[config.mk]
export PLATFORM = sky130hd
export DESIGN_NAME = c_subset_token_scanner
export DESIGN_NICKNAME = d
export VERILOG_FILES = /design/src/cts_pkg.sv /design/src/c_subset_token_scanner.sv
export SDC_FILE = /design/constraint.sdc
export NUM_CORES = 1
export LEC_CHECK = 0
export ABC_AREA = 0
export BUFFER_PORTS_ARGS = -buffer_cell sky130_fd_sc_hd__buf_2
export CORE_MARGIN = 8
export CORE_UTILIZATION = 45
export DETAILED_ROUTE_END_ITERATION = 10
export SLEW_MARGIN = 20
export SYNTH_ARGS = -nofsm -noshare
export SYNTH_HDL_FRONTEND = slang
export SYNTH_SLANG_ARGS = --single-unit
[constraint.sdc]
create_clock -name clk -period 7.5 [get_ports clk]
set_clock_uncertainty 0.15 [all_clocks]
set_input_delay 0.375 -clock clk [delete_from_list [all_inputs] [get_ports clk]]
set_output_delay 0.375 -clock clk [all_outputs]
set_load 0.02 [all_outputs]
[src/cts_pkg.sv]
package cts_pkg;

    // Scanner modes between bytes.
    typedef enum logic [2:0] {
        MODE_IDLE,
        MODE_IDENT,
        MODE_NUM,
        MODE_CBODY,
        MODE_CCLOSE,
        MODE_STR,
        MODE_OPER
    } scan_mode_t;

    // Operators that wait for a possible '=' as the next byte.
    typedef enum logic [1:0] {
        OP_LSS,
        OP_GRE,
        OP_ASSIGN,
        OP_BANG
    } pend_op_t;

    typedef logic [5:0] kind_t;

    localparam kind_t K_IDENT  = 6'd13;
    localparam kind_t K_INT    = 6'd14;
    localparam kind_t K_CHAR   = 6'd15;
    localparam kind_t K_STR    = 6'd16;
    localparam kind_t K_ADD    = 6'd17;
    localparam kind_t K_SUB    = 6'd18;
    localparam kind_t K_MUL    = 6'd19;
    localparam kind_t K_DIV    = 6'd20;
    localparam kind_t K_LSS    = 6'd21;
    localparam kind_t K_LEQ    = 6'd22;
    localparam kind_t K_GRE    = 6'd23;
    localparam kind_t K_GEQ    = 6'd24;
    localparam kind_t K_ASSIGN = 6'd25;
    localparam kind_t K_EQL    = 6'd26;
    localparam kind_t K_NEQ    = 6'd27;
    localparam kind_t K_SEMI   = 6'd28;
    localparam kind_t K_COMMA  = 6'd29;
    localparam kind_t K_LPAREN = 6'd30;
    localparam kind_t K_RPAREN = 6'd31;
    localparam kind_t K_LBRACK = 6'd32;
    localparam kind_t K_RBRACK = 6'd33;
    localparam kind_t K_LBRACE = 6'd34;
    localparam kind_t K_RBRACE = 6'd35;

    localparam int          NUM_KEYWORDS = 13;
    localparam logic [23:0] LINE_MAX     = 24'hFF_FFFF;
    localparam logic [15:0] LEN_OUT_MAX  = 16'hFFFF;

    // Keywords packed first character highest, in kind order.
    localparam logic [63:0] KW_WORDS [NUM_KEYWORDS] = '{
        64'("const"), 64'("int"), 64'("char"), 64'("void"), 64'("main"),
        64'("if"), 64'("else"), 64'("do"), 64'("while"), 64'("for"),
        64'("scanf"), 64'("printf"), 64'("return")
    };

    typedef struct packed {
        kind_t       kind;
        logic [31:0] start;
        logic [15:0] len;
        logic [23:0] line;
        logic        err;
    } token_t;

    function automatic kind_t kw_lookup(input logic [63:0] prefix);
        kind_t k;
        k = K_IDENT;
        for (int i = 0; i < NUM_KEYWORDS; i++) begin
            if (KW_WORDS[i] == prefix) begin
                k = 6'(i);
            end
        end
        return k;
    endfunction

    function automatic kind_t oper_kind(input pend_op_t op);
        kind_t k;
        unique case (op)
            OP_LSS:    k = K_LSS;
            OP_GRE:    k = K_GRE;
            OP_ASSIGN: k = K_ASSIGN;
            default:   k = K_NEQ;
        endcase
        return k;
    endfunction

endpackage

[src/c_subset_token_scanner.sv]
// C-subset token scanner.
// The input stream carries one source byte per beat: s_tdata[7:0] is the byte and
// s_tuser is the action, 0 for a byte and 1 for end of input, which flushes the
// token being built. The output stream carries one token record per beat, with
// m_tlast high on the final token caused by one input beat.
// An accepted beat is registered, scanned by one level of combinational logic and
// its tokens loaded into a two-entry result register, which presents them; the load
// waits while that register holds tokens that are not being taken. The scanner
// takes one byte per cycle while the receiver keeps up and no beat yields two
// tokens; the only loop is the scan state register, updated once per byte. A byte
// that ends one token and is itself a one-byte operator yields two tokens, which
// leave over two output beats, and the input stage waits for the second beat to go.
// When the receiver holds m_tready low, the result register keeps its tokens,
// the input register fills, and s_tready falls until the receiver takes the last
// token of the run. After reset the scanner is between tokens at offset 0 and
// line 1, and no beat is pending on either side.
module c_subset_token_scanner #(
    parameter int KEYWORD_CHARS = 6,
    parameter int LENGTH_BITS   = 16
) (
    input  logic        clk,
    input  logic        rst_n,
    input  logic        s_tvalid,
    output logic        s_tready,
    input  logic [7:0]  s_tdata,   // [7:0] char_byte
    input  logic        s_tuser,   // [0] action
    output logic        m_tvalid,
    input  logic        m_tready,
    output logic [71:0] m_tdata,   // [31:0] start_offset, [47:32] token_length,
                                   // [71:48] src_line
    output logic [6:0]  m_tuser,   // [5:0] token_kind, [6] lexical_error
    output logic        m_tlast    // last_of_run
);
    import cts_pkg::*;

    localparam int PW = 8 * KEYWORD_CHARS;

    // Input register.
    logic       in_valid_reg;
    logic       in_action_reg;
    logic [7:0] in_byte_reg;

    // Scanner state.
    scan_mode_t             mode_reg,   mode_next;
    logic [PW-1:0]          prefix_reg, prefix_next;
    logic                   ovf_reg,    ovf_next;
    pend_op_t               pend_reg,   pend_next;
    logic [31:0]            start_reg,  start_next;
    logic [LENGTH_BITS-1:0] len_reg,    len_next;
    logic                   err_reg,    err_next;
    logic                   lz_reg,     lz_next;
    logic [31:0]            pos_reg,    pos_next;
    logic [23:0]            line_reg,   line_next;

    // Result register: up to two tokens, head in slot 0.
    logic [1:0] res_cnt_reg, res_cnt_next;
    token_t     slot0_reg,   slot0_next;
    token_t     slot1_reg,   slot1_next;

    logic   fire;
    logic   out_take;
    logic   first_valid, second_valid;
    token_t first_tok,   second_tok;
    logic   again;

    logic [7:0] c;
    logic is_alpha, is_digit, is_space, is_word, char_ok;

    function automatic logic [15:0] sat_len(input logic [LENGTH_BITS-1:0] l);
        logic [31:0] w;
        w = 32'(l);
        return (w > 32'(LEN_OUT_MAX)) ? LEN_OUT_MAX : w[15:0];
    endfunction

    function automatic logic [LENGTH_BITS-1:0] len_inc(input logic [LENGTH_BITS-1:0] l);
        return (l == '1) ? l : l + 1'b1;
    endfunction

    assign out_take = m_tvalid && m_tready;
    // The scan stage advances once the result register is empty or frees this cycle.
    assign fire     = in_valid_reg &&
                      ((res_cnt_reg == 2'd0) || (res_cnt_reg == 2'd1 && m_tready));
    assign s_tready = !in_valid_reg || fire;

    assign m_tvalid = (res_cnt_reg != 2'd0);
    assign m_tlast  = (res_cnt_reg == 2'd1);
    assign m_tdata  = {slot0_reg.line, slot0_reg.len, slot0_reg.start};
    assign m_tuser  = {slot0_reg.err, slot0_reg.kind};

    assign c        = in_byte_reg;
    assign is_alpha = (c >= "a" && c <= "z") || (c >= "A" && c <= "Z");
    assign is_digit = (c >= "0" && c <= "9");
    assign is_space = (c == " ") || (c >= 8'd9 && c <= 8'd13);
    assign is_word  = is_alpha || is_digit || (c == "_");
    assign char_ok  = is_word || (c == "+") || (c == "-") || (c == "*") || (c == "/");

    always_comb
    begin
        mode_next    = mode_reg;
        prefix_next  = prefix_reg;
        ovf_next     = ovf_reg;
        pend_next    = pend_reg;
        start_next   = start_reg;
        len_next     = len_reg;
        err_next     = err_reg;
        lz_next      = lz_reg;
        pos_next     = pos_reg;
        line_next    = line_reg;
        first_valid  = 1'b0;
        second_valid = 1'b0;
        first_tok    = '0;
        second_tok   = '0;
        again        = 1'b0;

        first_tok.line  = line_reg;
        second_tok.line = line_reg;

        if (fire)
        begin
            if (in_action_reg)
            begin
                // End of input: the pending token goes out as it stands.
                unique case (mode_reg)
                    MODE_IDENT:
                    begin
                        first_valid     = 1'b1;
                        first_tok.kind  = ovf_reg ? K_IDENT : kw_lookup(64'(prefix_reg));
                        first_tok.start = start_reg;
                        first_tok.len   = sat_len(len_reg);
                    end
                    MODE_NUM:
                    begin
                        first_valid     = 1'b1;
                        first_tok.kind  = K_INT;
                        first_tok.start = start_reg;
                        first_tok.len   = sat_len(len_reg);
                        first_tok.err   = err_reg;
                    end
                    MODE_CBODY:
                    begin
                        first_valid     = 1'b1;
                        first_tok.kind  = K_CHAR;
                        first_tok.start = start_reg;
                        first_tok.err   = 1'b1;
                    end
                    MODE_CCLOSE:
                    begin
                        first_valid     = 1'b1;
                        first_tok.kind  = K_CHAR;
                        first_tok.start = start_reg;
                        first_tok.len   = sat_len(len_reg);
                        first_tok.err   = 1'b1;
                    end
                    MODE_STR:
                    begin
                        first_valid     = 1'b1;
                        first_tok.kind  = K_STR;
                        first_tok.start = start_reg;
                        first_tok.len   = sat_len(len_reg);
                        first_tok.err   = 1'b1;
                    end
                    MODE_OPER:
                    begin
                        first_valid     = 1'b1;
                        first_tok.start = start_reg;
                        if (pend_reg == OP_BANG)
                        begin
                            first_tok.kind = K_NEQ;
                            first_tok.len  = 16'd2;
                            first_tok.err  = 1'b1;
                        end
                        else
                        begin
                            first_tok.kind = oper_kind(pend_reg);
                            first_tok.len  = 16'd1;
                        end
                    end
                    default:
                    begin
                    end
                endcase
                mode_next = MODE_IDLE;
            end
            else
            begin
                unique case (mode_reg)
                    MODE_IDENT:
                    begin
                        if (is_word)
                        begin
                            // Only the leading characters take part in keyword matching.
                            if (len_reg < LENGTH_BITS'(KEYWORD_CHARS))
                                prefix_next = {prefix_reg[PW-9:0], c};
                            else
                                ovf_next = 1'b1;
                            len_next = len_inc(len_reg);
                        end
                        else
                        begin
                            first_valid     = 1'b1;
                            first_tok.kind  = ovf_reg ? K_IDENT : kw_lookup(64'(prefix_reg));
                            first_tok.start = start_reg;
                            first_tok.len   = sat_len(len_reg);
                            again           = 1'b1;
                        end
                    end
                    MODE_NUM:
                    begin
                        if (is_digit)
                        begin
                            if (lz_reg)
                                err_next = 1'b1;
                            len_next = len_inc(len_reg);
                        end
                        else
                        begin
                            first_valid     = 1'b1;
                            first_tok.kind  = K_INT;
                            first_tok.start = start_reg;
                            first_tok.len   = sat_len(len_reg);
                            first_tok.err   = err_reg;
                            again           = 1'b1;
                        end
                    end
                    MODE_CBODY:
                    begin
                        start_next = pos_reg;
                        len_next   = LENGTH_BITS'(1);
                        err_next   = !char_ok;
                        mode_next  = MODE_CCLOSE;
                    end
                    MODE_CCLOSE:
                    begin
                        first_valid     = 1'b1;
                        first_tok.kind  = K_CHAR;
                        first_tok.start = start_reg;
                        first_tok.len   = sat_len(len_reg);
                        if (c == "'")
                        begin
                            first_tok.err = err_reg;
                            mode_next     = MODE_IDLE;
                        end
                        else
                        begin
                            // Missing closing quote: flag it and rescan this byte.
                            first_tok.err = 1'b1;
                            again         = 1'b1;
                        end
                    end
                    MODE_STR:
                    begin
                        if (c == "\"")
                        begin
                            first_valid     = 1'b1;
                            first_tok.kind  = K_STR;
                            first_tok.start = start_reg;
                            first_tok.len   = sat_len(len_reg);
                            first_tok.err   = err_reg;
                            mode_next       = MODE_IDLE;
                        end
                        else
                        begin
                            if (c < 8'd32 || c > 8'd126)
                                err_next = 1'b1;
                            len_next = len_inc(len_reg);
                        end
                    end
                    MODE_OPER:
                    begin
                        first_valid     = 1'b1;
                        first_tok.start = start_reg;
                        if (c == "=")
                        begin
                            first_tok.kind = (pend_reg == OP_BANG) ? K_NEQ :
                                             oper_kind(pend_reg) + 6'd1;
                            first_tok.len  = 16'd2;
                            mode_next      = MODE_IDLE;
                        end
                        else
                        begin
                            // A lone bang is reported as a flagged inequality.
                            if (pend_reg == OP_BANG)
                            begin
                                first_tok.kind = K_NEQ;
                                first_tok.len  = 16'd2;
                                first_tok.err  = 1'b1;
                            end
                            else
                            begin
                                first_tok.kind = oper_kind(pend_reg);
                                first_tok.len  = 16'd1;
                            end
                            again = 1'b1;
                        end
                    end
                    default:
                    begin
                        again = 1'b1;
                    end
                endcase

                if (again)
                begin
                    // The byte opens whatever comes next.
                    mode_next  = MODE_IDLE;
                    err_next   = 1'b0;
                    len_next   = '0;
                    start_next = pos_reg;
                    if (is_space)
                    begin
                        if (c == 8'h0A && line_reg != LINE_MAX)
                            line_next = line_reg + 24'd1;
                    end
                    else if (is_alpha || c == "_")
                    begin
                        mode_next   = MODE_IDENT;
                        len_next    = LENGTH_BITS'(1);
                        prefix_next = PW'(c);
                        ovf_next    = 1'b0;
                    end
                    else if (is_digit)
                    begin
                        mode_next = MODE_NUM;
                        len_next  = LENGTH_BITS'(1);
                        lz_next   = (c == "0");
                    end
                    else if (c == "'")
                    begin
                        mode_next = MODE_CBODY;
                    end
                    else if (c == "\"")
                    begin
                        mode_next  = MODE_STR;
                        start_next = pos_reg + 32'd1;
                    end
                    else if (c == "<" || c == ">" || c == "=" || c == "!")
                    begin
                        mode_next = MODE_OPER;
                        pend_next = (c == "<") ? OP_LSS :
                                    (c == ">") ? OP_GRE :
                                    (c == "=") ? OP_ASSIGN : OP_BANG;
                    end
                    else
                    begin
                        second_tok.start = pos_reg;
                        second_tok.len   = 16'd1;
                        second_valid     = 1'b1;
                        unique case (c)
                            "+":     second_tok.kind = K_ADD;
                            "-":     second_tok.kind = K_SUB;
                            "*":     second_tok.kind = K_MUL;
                            "/":     second_tok.kind = K_DIV;
                            ";":     second_tok.kind = K_SEMI;
                            ",":     second_tok.kind = K_COMMA;
                            "(":     second_tok.kind = K_LPAREN;
                            ")":     second_tok.kind = K_RPAREN;
                            "[":     second_tok.kind = K_LBRACK;
                            "]":     second_tok.kind = K_RBRACK;
                            "{":     second_tok.kind = K_LBRACE;
                            "}":     second_tok.kind = K_RBRACE;
                            default: second_valid    = 1'b0;
                        endcase
                    end
                end
                pos_next = pos_reg + 32'd1;
            end
        end
    end

    always_comb
    begin
        res_cnt_next = res_cnt_reg;
        slot0_next   = slot0_reg;
        slot1_next   = slot1_reg;
        if (fire)
        begin
            res_cnt_next = 2'(first_valid) + 2'(second_valid);
            slot0_next   = first_valid ? first_tok : second_tok;
            slot1_next   = second_tok;
        end
        else if (out_take)
        begin
            if (res_cnt_reg == 2'd2)
            begin
                slot0_next   = slot1_reg;
                res_cnt_next = 2'd1;
            end
            else
            begin
                res_cnt_next = 2'd0;
            end
        end
    end

    always_ff @(posedge clk or negedge rst_n)
    begin
        if (!rst_n)
        begin
            in_valid_reg <= 1'b0;
            res_cnt_reg  <= 2'd0;
            mode_reg     <= MODE_IDLE;
            prefix_reg   <= '0;
            ovf_reg      <= 1'b0;
            pend_reg     <= OP_LSS;
            start_reg    <= 32'd0;
            len_reg      <= '0;
            err_reg      <= 1'b0;
            lz_reg       <= 1'b0;
            pos_reg      <= 32'd0;
            line_reg     <= 24'd1;
        end
        else
        begin
            if (s_tready)
                in_valid_reg <= s_tvalid;
            res_cnt_reg <= res_cnt_next;
            mode_reg    <= mode_next;
            prefix_reg  <= prefix_next;
            ovf_reg     <= ovf_next;
            pend_reg    <= pend_next;
            start_reg   <= start_next;
            len_reg     <= len_next;
            err_reg     <= err_next;
            lz_reg      <= lz_next;
            pos_reg     <= pos_next;
            line_reg    <= line_next;
        end
    end

    always_ff @(posedge clk)
    begin
        if (s_tvalid && s_tready)
        begin
            in_action_reg <= s_tuser;
            in_byte_reg   <= s_tdata;
        end
        slot0_reg <= slot0_next;
        slot1_reg <= slot1_next;
    end

`ifndef SYNTHESIS
    // The scan stage never overwrites tokens that the receiver has not taken.
    a_no_overwrite: assert property (@(posedge clk) disable iff (!rst_n)
        fire |-> (res_cnt_reg == 2'd0 || (res_cnt_reg == 2'd1 && m_tready)))
        else $error("scan stage fired over undelivered tokens");

    // Taking the first of two tokens leaves the second, marked last.
    a_second_token: assert property (@(posedge clk) disable iff (!rst_n)
        (res_cnt_reg == 2'd2 && m_tready) |=> (m_tvalid && m_tlast))
        else $error("second token of a run was lost");

    // Every scanned byte advances the offset by exactly one.
    a_pos_step: assert property (@(posedge clk) disable iff (!rst_n)
        (fire && !in_action_reg) |=> (pos_reg == $past(pos_reg) + 32'd1))
        else $error("byte offset did not advance");

    // Line numbers start at one and never wrap to zero.
    a_line_nonzero: assert property (@(posedge clk) disable iff (!rst_n)
        m_tvalid |-> (m_tdata[71:48] != 24'd0))
        else $error("token carries line zero");
`endif

endmodule

==> results of run 1 <==
## final cells by class
type | count | area [um2] | area share (%)
Clock inverter | 20 | 185 | 1.07
Inverter | 17 | 67.6 | 0.390
Clock buffer | 44 | 931 | 5.37
Timing Repair Buffer | 121 | 729 | 4.21
Tap cell | 448 | 561 | 3.23
Sequential cell | 314 | 8610 | 49.7
Multi-Input combinational cell | 991 | 6250 | 36.1
## worst paths after layout
kind                         startpoint              to  slack [ns]  depth (start not counted)
max                                c[3]   prefix_reg[4]        3.17                          8
min                        line_reg[16]   slot1_reg[17]        0.32                          0
max reg2reg                        c[3]   prefix_reg[4]        3.17                          8
min reg2reg                line_reg[16]   slot1_reg[17]        0.32                          0
max in group asynchronous         rst_n   start_reg[23]        5.40                          3
min in group asynchronous         rst_n  prefix_reg[29]        0.35                          2
## per-layer routing
metal	global-route usage, %	vias up
li1	-	5374
met1	27.1	5618
met2	31.0	298
met3	3.21	55
met4	4.65	0
met5	0	-
## critical path: stages (launching register included)
cell and delay, ns:
edfxtp_1 0.67, nor4bb_1 0.57, nand4_1 0.23, a21oi_1 0.56
and3_1 0.71, nor3_1 0.19, nor2_4 0.54, buf_16 0.25
mux2_1 0.33
## logic make-up after synthesis
kind of cell,after synthesis
flip-flops,314
AND/OR/NAND/NOR,588
multiplexers,11
AO/OA/AOI/OAI,298
adder cells (fa/ha/maj),4
XOR/XNOR,90
buffers and inverters,113
## synthesized netlist by cell type (37+ instances only)
master	instances
and2_1	40
o21ai_0	43
edfxtp_1	151
dfrtp_1	162
nand4_1	43
nand2_1	151
xnor2_1	47
nor2_1	92
a22o_1	76
nand3_1	57
xor2_1	43
a21oi_1	66
nor3_1	37
clkbuf_1	74
## power groups by stage
stage / combinational, uW / clock [uW] / sequential, uW
CTS: 541 / 1710 / 2130
global route: 588 / 1780 / 2150
detailed placement: 533 / 0 / 2160
floorplan: 314 / 0 / 2170
global placement: 527 / 0 / 2160
finish: 533 / 1670 / 2130
## through the flow
stage               utilization (%)  cell area (um2)
floorplan                         -            15300
global placement               48.0            16100
detailed placement             48.1            16100
CTS                            51.8            17300
global route                   51.8            17300
finish                         51.8            17300
==> results.py, run 1 <==
metrics = {
    "setup_path": {
        "critical_path_class": "reg2reg",
        "end_kind": "flop",
        "crit_required_ns": 7.74,
        "critical_path_arrival_ns": 4.57,
        "start_kind": "flop",
        "path_max_fanout": 27,
    },
    "pwr": {
        "pwr-share-clk_pct": 38.6,
        "p_seq_share_pct": 49.1,
        "power_uw": 4330,
        "comb_power_share_pct": 12.3,
        "p_int_uw": 3170,
        "p_sw_uw": 1160,
        "ir_drop_mv": 0.162,
        "p_leak_uw": 0.00723,
        "p_per_area_mw_per_mm2": 250,
        "sw_frac_of_total_pct": 26.8,
    },
    "logic_synthesis": {
        "synth_edf_count": 151,
        "synth-simple-area-share_pct": 20.6,
        "yosysWarnings": 0,
        "synthXorXnorAreaFrac_pct": 5.16,
        "synth-compound-area-share_pct": 13.7,
        "synth.area.top_cells": "edfxtp_1, dfrtp_1, a22o_1, nand2_1, xnor2_1",
        "synth.top_cell.area_share_pct": 29.7,
        "syn_nets": 1435,
        "synth_top_family_by_area": "simple AND/OR/NAND/NOR gates",
        "synth_adder_area_share_pct": 0.328,
        "synth_cell_type_count": 86,
        "yosysTopAreaCell": "edfxtp_1",
        "yosys_register_bits": 314,
        "syn-cell-area_mm2": 0.0153,
        "synthArstFlopShare_pct": 51.9,
        "ys.flop_type": "dfrtp_1",
        "ys_seq_area_share_pct": 56.4,
        "synthMuxAreaShare_pct": 0.802,
        "avgSynthCellArea_um2": 10.8,
        "netlist_instances": 1418,
    },
    "routing": {
        "drt_pass1_iterations": 5,
        "wl_per_cell_um": 20.1,
        "wl_met3_mm": 1.99,
        "wl_met2_mm": 18.2,
        "top_layer": "met4",
        "drtAntennaViolNets": 0,
        "num_vias": 11300,
        "vias_per_cell": 5.80,
        "drcViolationCount": 0,
        "drt_iter0_drc": 853,
        "wl_met1_mm": 18.5,
        "wl_mm": 39.4,
    },
    "sta": {
        "whs_ns": 0.319,
        "finalHoldViolCount": 0,
        "drv_slew": 0,
        "rsz0062_at_grt": "no",
        "max_freq_mhz": 231,
        "setup_ws_ns": 3.17,
        "relSlewSlack_pct": 38.2,
        "fin_crit_sh_pct": 57.7,
        "setup-tns-final_ns": 0,
        "tightest_slew_ns": 0.914,
        "period_needed_ns": 4.33,
        "finalSetupViolations": 0,
    },
    "clock_tree": {
        "cts_buffer_depth": 3,
        "cts_sinks": 314,
        "worstSkewPairLatency_ns": 0.53,
        "cts-root-buf": "clkbuf_16",
        "cts_setup_buffers": 0,
        "clk_pin_slew_ns": 0.06,
        "h-tree-depth": 2,
        "cts_resized": 0,
        "cts_tree": "built",
        "hold_buffers": 12,
        "cts_buffers": 35,
    },
    "placed_design": {
        "io_buffers": 94,
        "placedCellCount": 1878,
        "pre_cts_ws_ns": 3.10,
        "hpwl_mm": 25.6,
        "routabilityCongestion": 0.857,
    },
    "floorplanning": {
        "num_rows": 67,
        "floorplan.initialDensity_pct": 45.7,
        "die_x_um": 200,
        "ios": 95,
        "core_mm2": 0.0334,
        "dieHeight_um": 200,
        "fp.dieArea_mm2": 0.0401,
    },
    "finish": {
        "drive_above_1_share_pct": 12.6,
        "final_cells": 1955,
        "largest_reg_flops": 72,
        "diodes": 0,
        "layout.nets": 1497,
        "fillers": 2973,
        "area_growth_pct": 13.5,
        "final_cell_mix": "dfrtp_1, edfxtp_1, nand2_1",
        "layout_commonest_cell": "dfrtp_1",
    },
    "global_route": {
        "grt_pass1_wl_mm": 64.1,
        "grt_antenna_before_repair": 0,
        "grt.total_usage_pct": 19.3,
        "grt_overflow": 0,
        "grt_pass1_vias": 11300,
        "grt_max_degree": 95,
    },
    "hold_path": {
        "hold_path.class": "reg2reg",
    },
    "run_status": {
        "status": "finished, final reports clean",
    },
    "flow_run": {
        "maxCapViolations": 0,
    },
}
No activity file was read; power rests on OpenSTA's default activity.
==> inputs of run 2 (changes only) <==
Settings changed: ABC_AREA 0 to 1.
Clock period 7.5 ns to 4.1 ns, I/O delays scaled along.
==> run 2 against run 1 <==
  * First-iteration DRC count up 44%
  * Count of clock-buffer cells in the layout is 5 higher
  * Total power grew to 2.7 times the previous value
  * Largest power group unchanged
==> results.py, run 2 <==
metrics = {
    "setup_path": {
        "crit_required_ns": 4.39,
        "r2r_slack_ns": 0.69,
        "crit_chain": "inv_2 -> nor2_1 -> inv_1 -> nor2_1 -> nand2_1 -> nand2_1 -> nor3_2 -> nand2_4 -> nand3_4 -> a21oi_1 -> nor2_1 -> nor2_1 -> ha_1 -> o21ai_0 -> nand2_1",
        "critical_path_class": "reg2reg",
        "critical_path_arrival_ns": 3.70,
        "cp_common_cell": "nor2_1",
        "start_kind": "flop",
        "end_kind": "flop",
        "crit_slowest_cell": "dfrtp_1",
        "critPathMaxStageDelay_ns": 0.41,
        "path_max_fanout": 27,
    },
    "clock_tree": {
        "cts_setup_buffers": 0,
        "cts_buffer_depth": 3,
        "cts_buffers": 36,
        "clk_pin_slew_ns": 0.06,
        "worstSkewPairLatency_ns": 0.56,
        "h-tree-depth": 2,
        "cts-root-buf": "clkbuf_16",
        "cts_tree": "built",
        "cts_sinks": 314,
        "cts_resized": 0,
        "hold_buffers": 12,
    },
    "logic_synthesis": {
        "avgSynthCellArea_um2": 8.24,
        "yosysMostFrequentCell": "nand2_1",
        "synth_edf_count": 151,
        "synth_cell_type_count": 50,
        "netlist_instances": 2013,
        "syn-cell-area_mm2": 0.0166,
        "ys.flop_type": "dfrtp_1",
        "yosys_register_bits": 314,
        "yosysWarnings": 0,
        "yosysTopAreaCell": "edfxtp_1",
        "synth.top_cell.area_share_pct": 27.3,
        "syn_nets": 2030,
        "synth_common_cells": "nand2_1, nor2_1, inv_1",
        "synth.area.top_cells": "edfxtp_1, dfrtp_1, nand2_1, nor2_1, inv_1",
        "ys_seq_area_share_pct": 51.9,
        "synthArstFlopShare_pct": 51.9,
    },
    "routing": {
        "drtAntennaViolNets": 0,
        "wl_per_cell_um": 17.9,
        "drt_pass1_iterations": 5,
        "num_vias": 14100,
        "vias_per_cell": 5.43,
        "drcViolationCount": 0,
        "wl_mm": 46.7,
        "drt_iter0_drc": 1229,
    },
    "finish": {
        "area_growth_pct": 13.1,
        "largest_reg_flops": 72,
        "layout_commonest_cell": "nand2_1",
        "final_util_pct": 51.5,
        "drive_above_1_share_pct": 10.8,
        "fillers": 3552,
        "multi_input_area_mm2": 0.00675,
        "final_cells": 2607,
        "ff_latch_area_mm2": 0.00861,
        "layout.nets": 2127,
        "final_cell_mix": "nand2_1, nor2_1, inv_1",
    },
    "floorplanning": {
        "die_x_um": 208,
        "fp.dieArea_mm2": 0.0433,
        "dieHeight_um": 208,
        "core_mm2": 0.0364,
        "num_rows": 70,
        "floorplan.initialDensity_pct": 45.5,
        "ios": 95,
    },
    "pwr": {
        "p_leak_uw": 0.00814,
        "p_per_area_mw_per_mm2": 616,
        "ir_drop_mv": 0.371,
    },
    "placed_design": {
        "io_buffers": 94,
        "routabilityCongestion": 0.917,
        "placedCellCount": 2528,
        "hpwl_mm": 32.8,
    },
    "sta": {
        "rsz0062_at_grt": "no",
        "setup-tns-final_ns": 0,
        "finalSetupViolations": 0,
        "period_needed_ns": 3.41,
        "finalHoldViolCount": 0,
        "drv_slew": 0,
        "max_freq_mhz": 293,
        "fin_crit_sh_pct": 83.2,
        "tightest_slew_ns": 0.946,
        "relSlewSlack_pct": 36.9,
    },
    "global_route": {
        "grt.total_usage_pct": 21.4,
        "grt_antenna_before_repair": 1,
        "grt_overflow": 0,
        "grt_pass1_wl_mm": 75.6,
        "grt_pass1_vias": 13700,
        "grt_max_degree": 90,
    },
    "hold_path": {
        "hold_path.class": "in2async",
    },
    "run_status": {
        "status": "finished, final reports clean",
    },
    "flow_run": {
        "maxCapViolations": 0,
    },
}
run 2: changes by cell type after synthesis, sizes merged, moves of 44 or more:
cell	change
nand2	+293
inv	+223
nor2	+187
o21ai	+108
a22o	-76
nand3	+46
xnor2	-46
clkbuf	-44
run 2: path summary, 6_finish.rpt:
kind	startpoint	to	cells past startpoint
min in group clk	s_tuser	in_action_reg	2
worst min-delay path	rst_n	prefix_reg[18]	2
worst max-delay path	mode_reg[2]	res_cnt_reg[0]	15
max in group asynchronous	rst_n	len_reg[12]	3
worst min register to register	line_reg[23]	slot1_reg[24]	0
worst max register to register	mode_reg[2]	res_cnt_reg[0]	15
run 2: power breakdown:
part | switching, uW | total [uW] | internal [uW]
clock | 1330 | 3060 | 1720
combinational | 2780 | 3820 | 1040
sequential | 522 | 4680 | 4150
total | 4630 | 11600 | 6920
run 2: critical path: cells and delay by family, from the launching register on:
| kind | cells | cell delay (ns) |
|---|---|---|
| AO/OA/AOI/OAI | 2 | 0.50 |
| flip-flops | 1 | 0.41 |
| adder cells (fa/ha/maj) | 1 | 0.24 |
| buffers and inverters | 2 | 0.12 |
| AND/OR/NAND/NOR | 10 | 1.86 |
run 2: kinds of logic (layout without fill, tap and decap cells):
| family | count (synthesis) | in the layout | share of synthesized area, % |
|---|---|---|---|
| DFF | 314 | 314 | 51.9 |
| other | 0 | 1 | 0 |
| adders and majority gates | 4 | 4 | 0.302 |
| and+or+nand+nor | 983 | 983 | 25.9 |
| AOI/OAI and AO/OA | 335 | 335 | 11.0 |
| xor gates and xnor gates | 64 | 64 | 3.38 |
| buffers and inverters | 313 | 438 | 7.56 |
run 2: cell type report:
type / instances / share of cell area (%)
Clock buffer: 49 / 5.11
Timing Repair Buffer: 131 / 4.31
Inverter: 241 / 4.82
Sequential cell: 314 / 45.9
Antenna cell: 1 / 0.0133
Clock inverter: 17 / 0.747
Tap cell: 468 / 3.12
Multi-Input combinational cell: 1386 / 36.0
run 2: metal layers:
layer / track usage (%) / part of all wire (%) / vias up
met5: 0 / 0 / -
met3: 3.79 / 5.9 / 59
li1: - / - / 6921
met4: 6.07 / 2.0 / 0
met1: 30.7 / 48 / 6770
met2: 32.9 / 44 / 393
run 2: stage by stage:
step / power [uW] / setup WS, ns / hold WS [ns] / instance area (um2)
after CTS: 11600 / 0.704 / 0.144 / 18800
after detailed placement: 8530 / 0.693 / 0.180 / 17500
final: 11600 / 0.689 / 0.121 / 18800
after global placement: 8490 / 0.715 / 0.182 / 17500
after global routing: 12300 / 0.233 / 0.197 / 18800
after floorplan: 7280 / 0.616 / -0.241 / 16600
==> inputs of run 3 (changes only) <==
Clock period 4.1 ns to 2.8 ns, I/O delays scaled along.
==> run 3 against run 2 <==
  * Global-route usage increased by 0.13 points
  * Clock power increased by 64%
  * Critical path depth increased by 1
  * Critical endpoint is now start_reg[31]
  * Sequential cell count unchanged
  * Largest power group unchanged
==> results.py, run 3 (synthesized netlist as in run 2, its figures left out) <==
metrics = {
    "setup_path": {
        "critical_path_class": "reg2reg",
        "end_kind": "flop",
        "crit_chain": "inv_2 -> nand2_2 -> nor3_4 -> nand4_1 -> nand2_1 -> nand2_1 -> nor3_2 -> nand2_4 -> buf_4 -> nor2_4 -> inv_2 -> nand2_8 -> inv_4 -> buf_4 -> o31ai_1 -> o21ai_1",
        "critPathMaxStageDelay_ns": 0.39,
        "path_max_fanout": 8,
        "cp_top_family": "simple AND/OR/NAND/NOR gates",
        "start_kind": "flop",
        "crit_slowest_cell": "edfxtp_1",
        "path_buf_inv": 5,
        "crit_required_ns": 3.09,
        "critical_path_arrival_ns": 2.90,
    },
    "hold_path": {
        "hold_path.class": "in2async",
    },
    "global_route": {
        "grt.total_usage_pct": 21.5,
        "grt_overflow": 0,
        "grt_pass1_vias": 14000,
        "grt_max_degree": 105,
        "grt_pass1_wl_mm": 76.1,
        "grt_antenna_before_repair": 0,
    },
    "pwr": {
        "ir_drop_mv": 0.485,
        "p_per_area_mw_per_mm2": 922,
        "power_uw": 18500,
        "p_leak_uw": 0.00883,
    },
    "finish": {
        "final_cell_mix": "nand2_1, nor2_1, inv_1",
        "final_util_pct": 54.9,
        "diodes": 0,
        "ff_latch_area_mm2": 0.00861,
        "largest_reg_flops": 72,
        "area_growth_pct": 20.7,
        "layout_commonest_cell": "nand2_1",
        "layout.nets": 2234,
        "fillers": 3363,
        "multi_input_area_mm2": 0.00683,
        "drive_above_1_share_pct": 15.9,
    },
    "routing": {
        "drt_iter0_drc": 1228,
        "drt_pass1_iterations": 5,
        "drcViolationCount": 0,
        "num_vias": 14600,
        "wl_per_cell_um": 17.6,
        "vias_per_cell": 5.37,
        "wl_mm": 47.7,
        "drtAntennaViolNets": 0,
    },
    "clock_tree": {
        "h-tree-depth": 2,
        "cts-root-buf": "clkbuf_16",
        "worstSkewPairLatency_ns": 0.54,
        "cts_buffer_depth": 3,
        "cts_buffers": 36,
        "cts_tree": "built",
        "cts_sinks": 314,
        "clk_pin_slew_ns": 0.06,
    },
    "sta": {
        "tightest_slew_ns": 0.906,
        "fin_crit_sh_pct": 93.3,
        "drv_slew": 0,
        "setup_ws_ns": 0.189,
        "whs_ns": 0.0288,
        "finalHoldViolCount": 0,
        "period_needed_ns": 2.61,
        "setup-tns-final_ns": 0,
        "relSlewSlack_pct": 39.6,
        "finalSetupViolations": 0,
        "max_freq_mhz": 383,
    },
    "floorplanning": {
        "num_rows": 70,
        "core_mm2": 0.0364,
        "floorplan.initialDensity_pct": 45.5,
        "ios": 95,
        "dieHeight_um": 208,
        "die_x_um": 208,
        "fp.dieArea_mm2": 0.0433,
    },
    "placed_design": {
        "pre_cts_ws_ns": 0.0816,
        "hpwl_mm": 34.3,
        "io_buffers": 94,
        "routabilityCongestion": 0.946,
    },
    "run_status": {
        "status": "finished, final reports clean",
    },
    "flow_run": {
        "maxCapViolations": 0,
    },
}
[run 3: cell types whose count changed in the layout (fill, tap and decap cells not counted), moves of 3 or more]
cell / before / now
bufinv_16: 1 / 7
clkbuf_8: 1 / 4
nor2_2: 21 / 24
buf_4: 23 / 111
buf_12: 2 / 13
clkbuf_1: 12 / 5
buf_6: 1 / 6
inv_4: 0 / 3
clkinv_2: 7 / 4
nor2_1: 254 / 249
[run 3: cell type report]
cell class | instances | area share [%]
flip-flops and latches | 314 | 43.0
multi-input cells | 1386 | 34.1
repair buffers | 238 | 9.05
clock buffers | 45 | 4.87
inverters | 241 | 4.58
well taps | 468 | 2.93
clock inverters | 19 | 1.41
[run 3: final timing paths]
kind,from,end,slack (ns),depth (start not counted)
hold reg to reg,line_reg[23],slot1_reg[24],0.30,0
min in group clk,s_tuser,in_action_reg,0.16,2
setup / recovery,c[6],start_reg[31],0.19,16
setup reg to reg,c[6],start_reg[31],0.19,16
hold / removal,rst_n,prefix_reg[9],0.03,3
max in group asynchronous,rst_n,line_reg[0],2.09,3
[run 3: worst register-to-register path: cells and delay by family (launching register included)]
kind	cells	cell delay (ns)
AOI/OAI and AO/OA	2	0.14
DFF	1	0.39
buffers and inverters	5	0.57
and+or+nand+nor	9	1.27
[run 3: stage by stage]
| stage | instance area [um2] | instances |
|---|---|---|
| after floorplan | 16600 | 2013 |
| final | 20000 | 2711 |
| after CTS | 19800 | 2699 |
| after detailed placement | 18400 | 2622 |
| after global routing | 20000 | 2711 |
| after global placement | 18400 | 2622 |
[run 3: power by group]
part	total (uW)	switching [uW]	internal [uW]	leakage, uW
logic	6620	4350	2280	0.00468
registers	6810	724	6080	0.00354
clock network	5020	1900	3120	0.000616
total	18500	6980	11500	0.00883
[run 3: repair_timing]
item	CTS	global route
hold buffers	13	0
setup buffers	0	10
gates resized for setup	0	37
endpoints found under the hold margin	183	0
endpoints found under the setup margin	0	79
[run 3: layer usage]
| layer | share of wire, % | track usage (%) | vias up | routed length [um] |
|---|---|---|---|---|
| li1 | - | - | 7137 | - |
| met1 | 49 | 31.1 | 6955 | 23300 |
| met2 | 44 | 32.9 | 403 | 20900 |
| met3 | 5.7 | 4.49 | 59 | 2700 |
| met4 | 1.7 | 4.99 | 0 | 816 |
| met5 | 0 | 0 | - | 0 |
